[config.mk]
export PLATFORM = sky130hd
export DESIGN_NAME = sorted_list_insert_remove_top
export DESIGN_NICKNAME = d
export VERILOG_FILES = /design/src/sli_pkg.sv /design/src/sli_ctrl.sv /design/src/sli_datapath.sv /design/src/sorted_list_insert_remove_top.sv
export SDC_FILE = /design/constraint.sdc
export NUM_CORES = 2
export LEC_CHECK = 0
export BUFFER_PORTS_ARGS = -buffer_cell sky130_fd_sc_hd__buf_4
export CORE_ASPECT_RATIO = 0.6
export CORE_UTILIZATION = 50
export CTS_BUF_LIST = sky130_fd_sc_hd__clkbuf_4 sky130_fd_sc_hd__clkbuf_8
export CTS_CLUSTER_DIAMETER = 150
export DETAILED_ROUTE_END_ITERATION = 12
export HOLD_SLACK_MARGIN = 0.03
export PLACE_DENSITY = 0.72
export SLEW_MARGIN = 0
export SYNTH_ARGS = -nofsm -noshare
export SYNTH_HDL_FRONTEND = slang
export SYNTH_SLANG_ARGS = --single-unit
[constraint.sdc]
create_clock -name clk -period 9.89 [get_ports clk]
set_input_delay 1.978 -clock clk [delete_from_list [all_inputs] [get_ports clk]]
set_output_delay 1.978 -clock clk [all_outputs]
set_load 0.01 [all_outputs]
[src/sli_pkg.sv]
// Shared types, codes and constants for the sorted list block.
`timescale 1ns / 1ps

package sli_pkg;

  localparam int DEPTH_DEFAULT = 16;

  localparam int OP_W     = 2;
  localparam int VALUE_W  = 32;
  localparam int POS_W    = 4;
  localparam int STATUS_W = 2;
  localparam int COUNT_W  = 5;

  typedef enum logic [OP_W-1:0] {
    OP_INSERT       = 2'd0,
    OP_REMOVE_AT    = 2'd1,
    OP_REMOVE_FIRST = 2'd2,
    OP_REMOVE_LAST  = 2'd3
  } op_e_t;

  typedef enum logic [STATUS_W-1:0] {
    ST_OK     = 2'd0,
    ST_FULL   = 2'd1,
    ST_EMPTY  = 2'd2,
    ST_BADPOS = 2'd3
  } status_e_t;

  typedef struct packed {
    op_e_t                     op;
    logic signed [VALUE_W-1:0] value;
    logic [POS_W-1:0]          position;
  } request_t;

  typedef struct packed {
    status_e_t                 status;
    logic signed [VALUE_W-1:0] removed_value;
    logic [COUNT_W-1:0]        entry_count;
  } result_t;

  // Commands from the controller to the datapath.
  typedef struct packed {
    logic load;
    logic eval;
    logic apply;
    logic reply;
  } ctl_cmd_t;

endpackage

[src/sli_ctrl.sv]
// Controller state machine that sequences one transaction through the datapath.
`timescale 1ns / 1ps

module sli_ctrl
  import sli_pkg::*;
(
  input  logic     clk,
  input  logic     rst,
  input  logic     start,
  output logic     busy,
  output logic     done,
  output ctl_cmd_t cmd
);

  typedef enum logic [3:0] {
    S_IDLE  = 4'b0001,
    S_EVAL  = 4'b0010,
    S_APPLY = 4'b0100,
    S_REPLY = 4'b1000
  } state_t;

  state_t state;
  state_t state_next;
  logic   accept;

  // A new transaction may enter while the previous result is on the strobe.
  assign busy   = !(state == S_IDLE || state == S_REPLY);
  assign accept = start && !busy;
  assign done   = (state == S_REPLY);

  assign cmd.load  = accept;
  assign cmd.eval  = (state == S_EVAL);
  assign cmd.apply = (state == S_APPLY);
  assign cmd.reply = (state == S_REPLY);

  always_comb begin
    state_next = state;
    case (state)
      S_IDLE:  if (accept) state_next = S_EVAL;
      S_EVAL:  state_next = S_APPLY;
      S_APPLY: state_next = S_REPLY;
      S_REPLY: state_next = accept ? S_EVAL : S_IDLE;
      default: state_next = S_IDLE;
    endcase
  end

  always_ff @(posedge clk) begin
    if (rst) begin
      state <= S_IDLE;
    end else begin
      state <= state_next;
    end
  end

  a_latency: assert property (@(posedge clk) disable iff (rst)
    (start && !busy) |=> ##2 done)
    else $error("result strobe did not follow an accepted transaction");

  a_single_strobe: assert property (@(posedge clk) disable iff (rst)
    done |=> !done)
    else $error("result strobe lasted more than one cycle");

endmodule

[src/sli_datapath.sv]
// Entry cells, count register and result register of the sorted list.
`timescale 1ns / 1ps

module sli_datapath
  import sli_pkg::*;
#(
  parameter int DEPTH = DEPTH_DEFAULT
) (
  input  logic     clk,
  input  logic     rst,
  input  ctl_cmd_t cmd,
  input  request_t request,
  output result_t  result
);

  localparam int IDX_W = (DEPTH > 1) ? $clog2(DEPTH) : 1;
  localparam int CNT_W = $clog2(DEPTH + 1);

  logic signed [VALUE_W-1:0] entries [DEPTH];
  logic [CNT_W-1:0]          count;
  logic [CNT_W-1:0]          count_next;
  request_t                  req;

  // Evaluation results, registered between the compare and the shift.
  logic [DEPTH-1:0]          lt_mask;
  logic [DEPTH-1:0]          lt_mask_next;
  logic [DEPTH-1:0]          sh_mask;
  logic [DEPTH-1:0]          sh_mask_next;
  logic                      ok;
  logic                      ok_next;
  status_e_t                 status;
  status_e_t                 status_next;
  logic signed [VALUE_W-1:0] removed;
  logic signed [VALUE_W-1:0] removed_next;
  logic [IDX_W-1:0]          idx;

  always_ff @(posedge clk) begin
    if (cmd.load) begin
      req <= request;
    end
  end

  // Compare every cell against the new value, work out the status, and pick the shift mask and removed value.
  always_comb begin
    status_next = ST_OK;
    idx         = '0;
    for (int i = 0; i < DEPTH; i++) begin
      lt_mask_next[i] = (32'(i) < 32'(count)) && (entries[i] < req.value);
    end
    case (req.op)
      OP_INSERT: begin
        if (32'(count) >= 32'(DEPTH)) status_next = ST_FULL;
      end
      OP_REMOVE_AT: begin
        idx = IDX_W'(req.position);
        if (count == '0) begin
          status_next = ST_EMPTY;
        end else if (32'(req.position) >= 32'(count)) begin
          status_next = ST_BADPOS;
        end
      end
      OP_REMOVE_FIRST: begin
        idx = '0;
        if (count == '0) status_next = ST_EMPTY;
      end
      OP_REMOVE_LAST: begin
        idx = IDX_W'(count - CNT_W'(1));
        if (count == '0) status_next = ST_EMPTY;
      end
      default: status_next = ST_OK;
    endcase
    ok_next = (status_next == ST_OK);
    for (int i = 0; i < DEPTH; i++) begin
      sh_mask_next[i] = (32'(i) >= 32'(idx));
    end
    removed_next = (ok_next && req.op != OP_INSERT) ? entries[idx] : '0;
  end

  always_ff @(posedge clk) begin
    if (cmd.eval) begin
      lt_mask <= lt_mask_next;
      sh_mask <= sh_mask_next;
      ok      <= ok_next;
      status  <= status_next;
      removed <= removed_next;
    end
  end

  // Each cell sees only its neighbors and the new value: the cell below for an insert and the
  // cell above for a removal.
  for (genvar g = 0; g < DEPTH; g++) begin : g_cell
    logic signed [VALUE_W-1:0] below;
    logic signed [VALUE_W-1:0] above;
    logic                      below_lt;

    if (g == 0) begin : g_first
      assign below    = req.value;
      assign below_lt = 1'b1;
    end else begin : g_rest
      assign below    = entries[g-1];
      assign below_lt = lt_mask[g-1];
    end

    if (g == DEPTH - 1) begin : g_last
      assign above = entries[g];
    end else begin : g_inner
      assign above = entries[g+1];
    end

    always_ff @(posedge clk) begin
      if (cmd.apply && ok) begin
        if (req.op == OP_INSERT) begin
          if (!lt_mask[g]) begin
            entries[g] <= below_lt ? req.value : below;
          end
        end else if (sh_mask[g]) begin
          entries[g] <= above;
        end
      end
    end
  end

  always_comb begin
    count_next = count;
    if (ok) begin
      count_next = (req.op == OP_INSERT) ? count + CNT_W'(1) : count - CNT_W'(1);
    end
  end

  always_ff @(posedge clk) begin
    if (rst) begin
      count <= '0;
    end else if (cmd.apply) begin
      count <= count_next;
    end
  end

  always_ff @(posedge clk) begin
    if (cmd.apply) begin
      result.status        <= status;
      result.removed_value <= removed;
      result.entry_count   <= COUNT_W'(count_next);
    end
  end

  a_count_bound: assert property (@(posedge clk) disable iff (rst)
    32'(count) <= 32'(DEPTH))
    else $error("entry count exceeds the list depth");

  a_count_hold: assert property (@(posedge clk) disable iff (rst)
    !cmd.apply |=> $stable(count))
    else $error("entry count changed outside the apply step");

  a_full_count: assert property (@(posedge clk) disable iff (rst)
    (cmd.reply && result.status == ST_FULL) |-> (32'(count) == 32'(DEPTH)))
    else $error("full status reported while the list has room");

endmodule

[src/sorted_list_insert_remove_top.sv]
// Sorted list top level: one transaction in on start, one result out on done.
//
// Holds up to DEPTH signed 32-bit values in ascending order. Each transaction
// is an insert or one of three removals and returns exactly one result: a
// status, the removed value (zero unless a removal succeeded) and the entry
// count afterwards. A transaction is accepted at a clock edge where start is
// high and busy is low. Its result is on the result port for one cycle with
// done high; the receiver must take it then. Each transaction runs through
// three steps: compare all entries against the request, shift the entry
// cells and update the count, and present the result. A new transaction may
// be accepted while the result is presented. Entries need no clearing after
// reset; the list starts empty.
`timescale 1ns / 1ps

module sorted_list_insert_remove_top
  import sli_pkg::*;
#(
  parameter int DEPTH = DEPTH_DEFAULT
) (
  input  logic     clk,
  input  logic     rst,
  input  logic     start,
  output logic     busy,
  input  request_t request,
  output logic     done,
  output result_t  result
);

  ctl_cmd_t cmd;

  sli_ctrl u_ctrl (
    .clk   (clk),
    .rst   (rst),
    .start (start),
    .busy  (busy),
    .done  (done),
    .cmd   (cmd)
  );

  sli_datapath #(
    .DEPTH (DEPTH)
  ) u_datapath (
    .clk     (clk),
    .rst     (rst),
    .cmd     (cmd),
    .request (request),
    .result  (result)
  );

endmodule

==> run metrics <==
status=finished, final reports clean; clock skew=~0.043 ns; grt ovf=0; max cap viols=0; initial antenna violation count=7; CTS root buf=clkbuf_8; worst skew pair latency=0.82 ns; Port Buffers=81; Crit Reg-Reg Endpoint=u_datapath.removed[31]$_SDFFCE_PN0P_; GRT Util Overall=31.5%; count of final hold-check violations=0; cts hold-fix bufs=0; clk sink count=about 660; Comb pwr share=13.1%; largest net degree at the start of global routing=166; RSZ-0062 raised after global routing=no; Max-slew headroom=between 10% and 20%; maximum achievable frequency=217 MHz; CTS Buf Count=101; share of layout cells above drive strength 1=9.30%; Routed Antenna Nets=0; Switching Fraction=28.4%; Sequential Power Share=49.6%; internal power consumption=roughly 4.5 mW; Switch Pwr=1.79 mW; end of the worst hold path=u_datapath.result[37]$_DFFE_PP_; Die ar.=between 90000 and 100000 um^2; Final Max Tran Viols=0; Multi-input gate area=about 25000 um^2; CP endpoint kind=flip-flop; number of remaining DRC errors=0; Cell variety after synth=~60; syn_nets=5316; ys async rst share=0%; core area=92000 um^2; vias=39200; Worst Path Arrival=5.11 ns; global route hottest layer=met1; Placement Cell Area=47900 um^2; Routed WL=about 150000 um; Critical Path Start Type=flip-flop; WS Path Type=flip-flop to flip-flop; Worst-Margin Slew=1.32 ns; I/O Pins=82; CTS tree=yes; Post-Syn Instances=4771; row count=86; leak pwr=between 20 and 25 nW; Sequential cell area=between 15000 and 20000 um^2; EDFF count, synth=655; placed wire-length estimate=107000 um; grt met1 use=a little under half; setup tns final=0 ns; final count of negative-setup-slack endpoints=0; Longest Clk Path Bufs=3; first-pass GRT wire length=228000 um; top_reg_cell synth=edfxtp_1; htree depth=3; setup ws final=5.27 ns; GR met2 Demand/Resource=44.6%; register area share after synthesis=a little over two fifths; Design Power=~6.3 mW; cell count of the worst reg-to-reg path=8; post-synthesis register bit count=664; WL/cell=25.2 um; r2r setup slk=~5.3 ns; Ys Warns=0; Crit path required time=10.38 ns; vias in the first global route=about 37000; Clock Power Share=between 30% and 40%; crit-path max FO=72; Syn-to-layout area delta=7.13%; vias per std cell=around 6.5; WHS Path Cells=0; HP Class=flip-flop to flip-flop; Layout Nets=5227; PwrDens=between 100 and 150 nW/um^2; post-CTS setup buffer count=0; gpl congestion=0.960; Initial DRC Count=5378; final instance area=49800 um^2; CTS resizes=0; die height=238 um; Initial Util=50.6%; R2R Path Start=u_datapath.count[0]$_SDFFE_PP0P_; Place WS=5.48 ns; clock-pin slew on the worst setup and hold paths=0.07 ns; post-layout min period=4.62 ns; synthesized area=46500 um^2; Post-Syn Area per Cell=9.75 um^2; worst vdd ir=0.100 mV; GR Layer Usage met3=8.12%; hold_sp=u_datapath.status[0]$_DFFE_PP_; antenna diode count=0; period utilization=46.7%; drt first pass iters=6; die extent in x=approximately 400 um; fill count=8162
==> critical path, cell delays in order, from the launching register on <==
cell      delay (ns)
dfxtp_1         0.63
inv_1           0.19
ha_1            0.36
mux2i_1         0.30
and2_4          0.89
buf_4           0.91
a311oi_1        0.31
a211oi_1        0.56
a211oi_1        0.10
==> metrics by stage <==
stage	hold WS [ns]	instances	utilization, %
global route	0.424	5994	54.2
finish	0.421	5994	54.2
floorplan	0.400	4771	-
global placement	0.403	5811	52.1
CTS	0.421	5994	54.2
detailed placement	0.405	5811	52.1
==> layout make-up <==
cell class / count / share of cell area (%)
clock inverters: 36 / 0.321
inverters: 52 / 0.394
multi-input cells: 3705 / 50.4
flip-flops and latches: 664 / 39.8
clock buffers: 147 / 3.53
well taps: 1232 / 3.09
repair buffers: 158 / 2.41
==> worst max path at each step <==
stage | slack, ns | endpoint | depth (start not counted) | from
3_5_place_dp | 5.48 | u_datapath.removed[24]$_SDFFCE_PN0P_ | 8 | u_datapath.count[0]$_SDFFE_PP0P_
5_1_grt | 5.24 | u_datapath.lt_mask[1]$_DFFE_PP_ | 8 | u_datapath.g_cell[0].below[3]$_DFFE_PP_
4_1_cts | 5.47 | u_datapath.removed[24]$_SDFFCE_PN0P_ | 8 | u_datapath.count[0]$_SDFFE_PP0P_
3_3_place_gp | 5.55 | u_datapath.removed[24]$_SDFFCE_PN0P_ | 8 | u_datapath.count[0]$_SDFFE_PP0P_
2_1_floorplan | 5.42 | u_datapath.entries[0][0]$_DFFE_PP_ | 8 | u_ctrl.state[3]$_SDFFE_PP0P_
6_report | 5.27 | u_datapath.removed[31]$_SDFFCE_PN0P_ | 8 | u_datapath.count[0]$_SDFFE_PP0P_
==> flip-flops by register name, indices dropped and copies added (netlist names), 4 cells and up <==
signal,count
u_datapath.entries,512
u_datapath.result,39
u_datapath.g_cell.below,32
u_datapath.removed,32
u_datapath.lt_mask,16
u_datapath.sh_mask,15
u_datapath.req,6
u_datapath.count,5
u_ctrl.state,4
==> layer usage <==
metal / vias up / routed length, um
met3: 270 / 19500
met5: - / 47
met4: 8 / 3890
met1: 19000 / 65600
met2: 2413 / 62000
li1: 17600 / -
==> cells in the mapped netlist, types with 78 or more instances <==
cell      count  area (um^2)
nand3_1     108          541
o21ai_0     116          581
clkbuf_1    205          769
nand2_1     648         2430
and3_1       97          607
a211oi_1     78          586
nor2_1      534         2000
edfxtp_1    655        19700
a21oi_1     657         3290
ha_1        504         6310
mux2i_1     452         4520
nand4_1      81          507
buf_2       113          566
==> power groups by stage <==
stage | Clock [mW] | Combinational, mW | Sequential, mW
2_1_floorplan | 0 | 0.568 | 3.16
3_3_place_gp | 0 | 0.777 | 3.19
3_5_place_dp | 0 | 0.801 | 3.19
4_1_cts | 2.36 | 0.804 | 3.13
5_1_grt | 2.47 | 0.899 | 3.13
6_report | 2.35 | 0.828 | 3.13
==> logic make-up after synthesis <==
family | Yosys count | synth area share, %
and+or+nand+nor | 1560 | 14.4
AOI/OAI and AO/OA | 1103 | 13.8
DFF | 664 | 42.7
muxes | 526 | 11.5
adders and majority gates | 504 | 13.6
buffers and inverters | 402 | 3.84
xor gates and xnor gates | 12 | 0.226
==> cell usage in the layout (no fill, tap or decap), types with 101 or more instances in the layout <==
| master | instances |
|---|---|
| a21oi_1 | 657 |
| buf_4 | 157 |
| mux2i_1 | 452 |
| ha_1 | 504 |
| nand3_1 | 108 |
| edfxtp_1 | 655 |
| clkbuf_8 | 105 |
| nand2_1 | 641 |
| nor2_1 | 533 |
| o21ai_0 | 101 |
No activity file was read; power rests on OpenSTA's default activity.
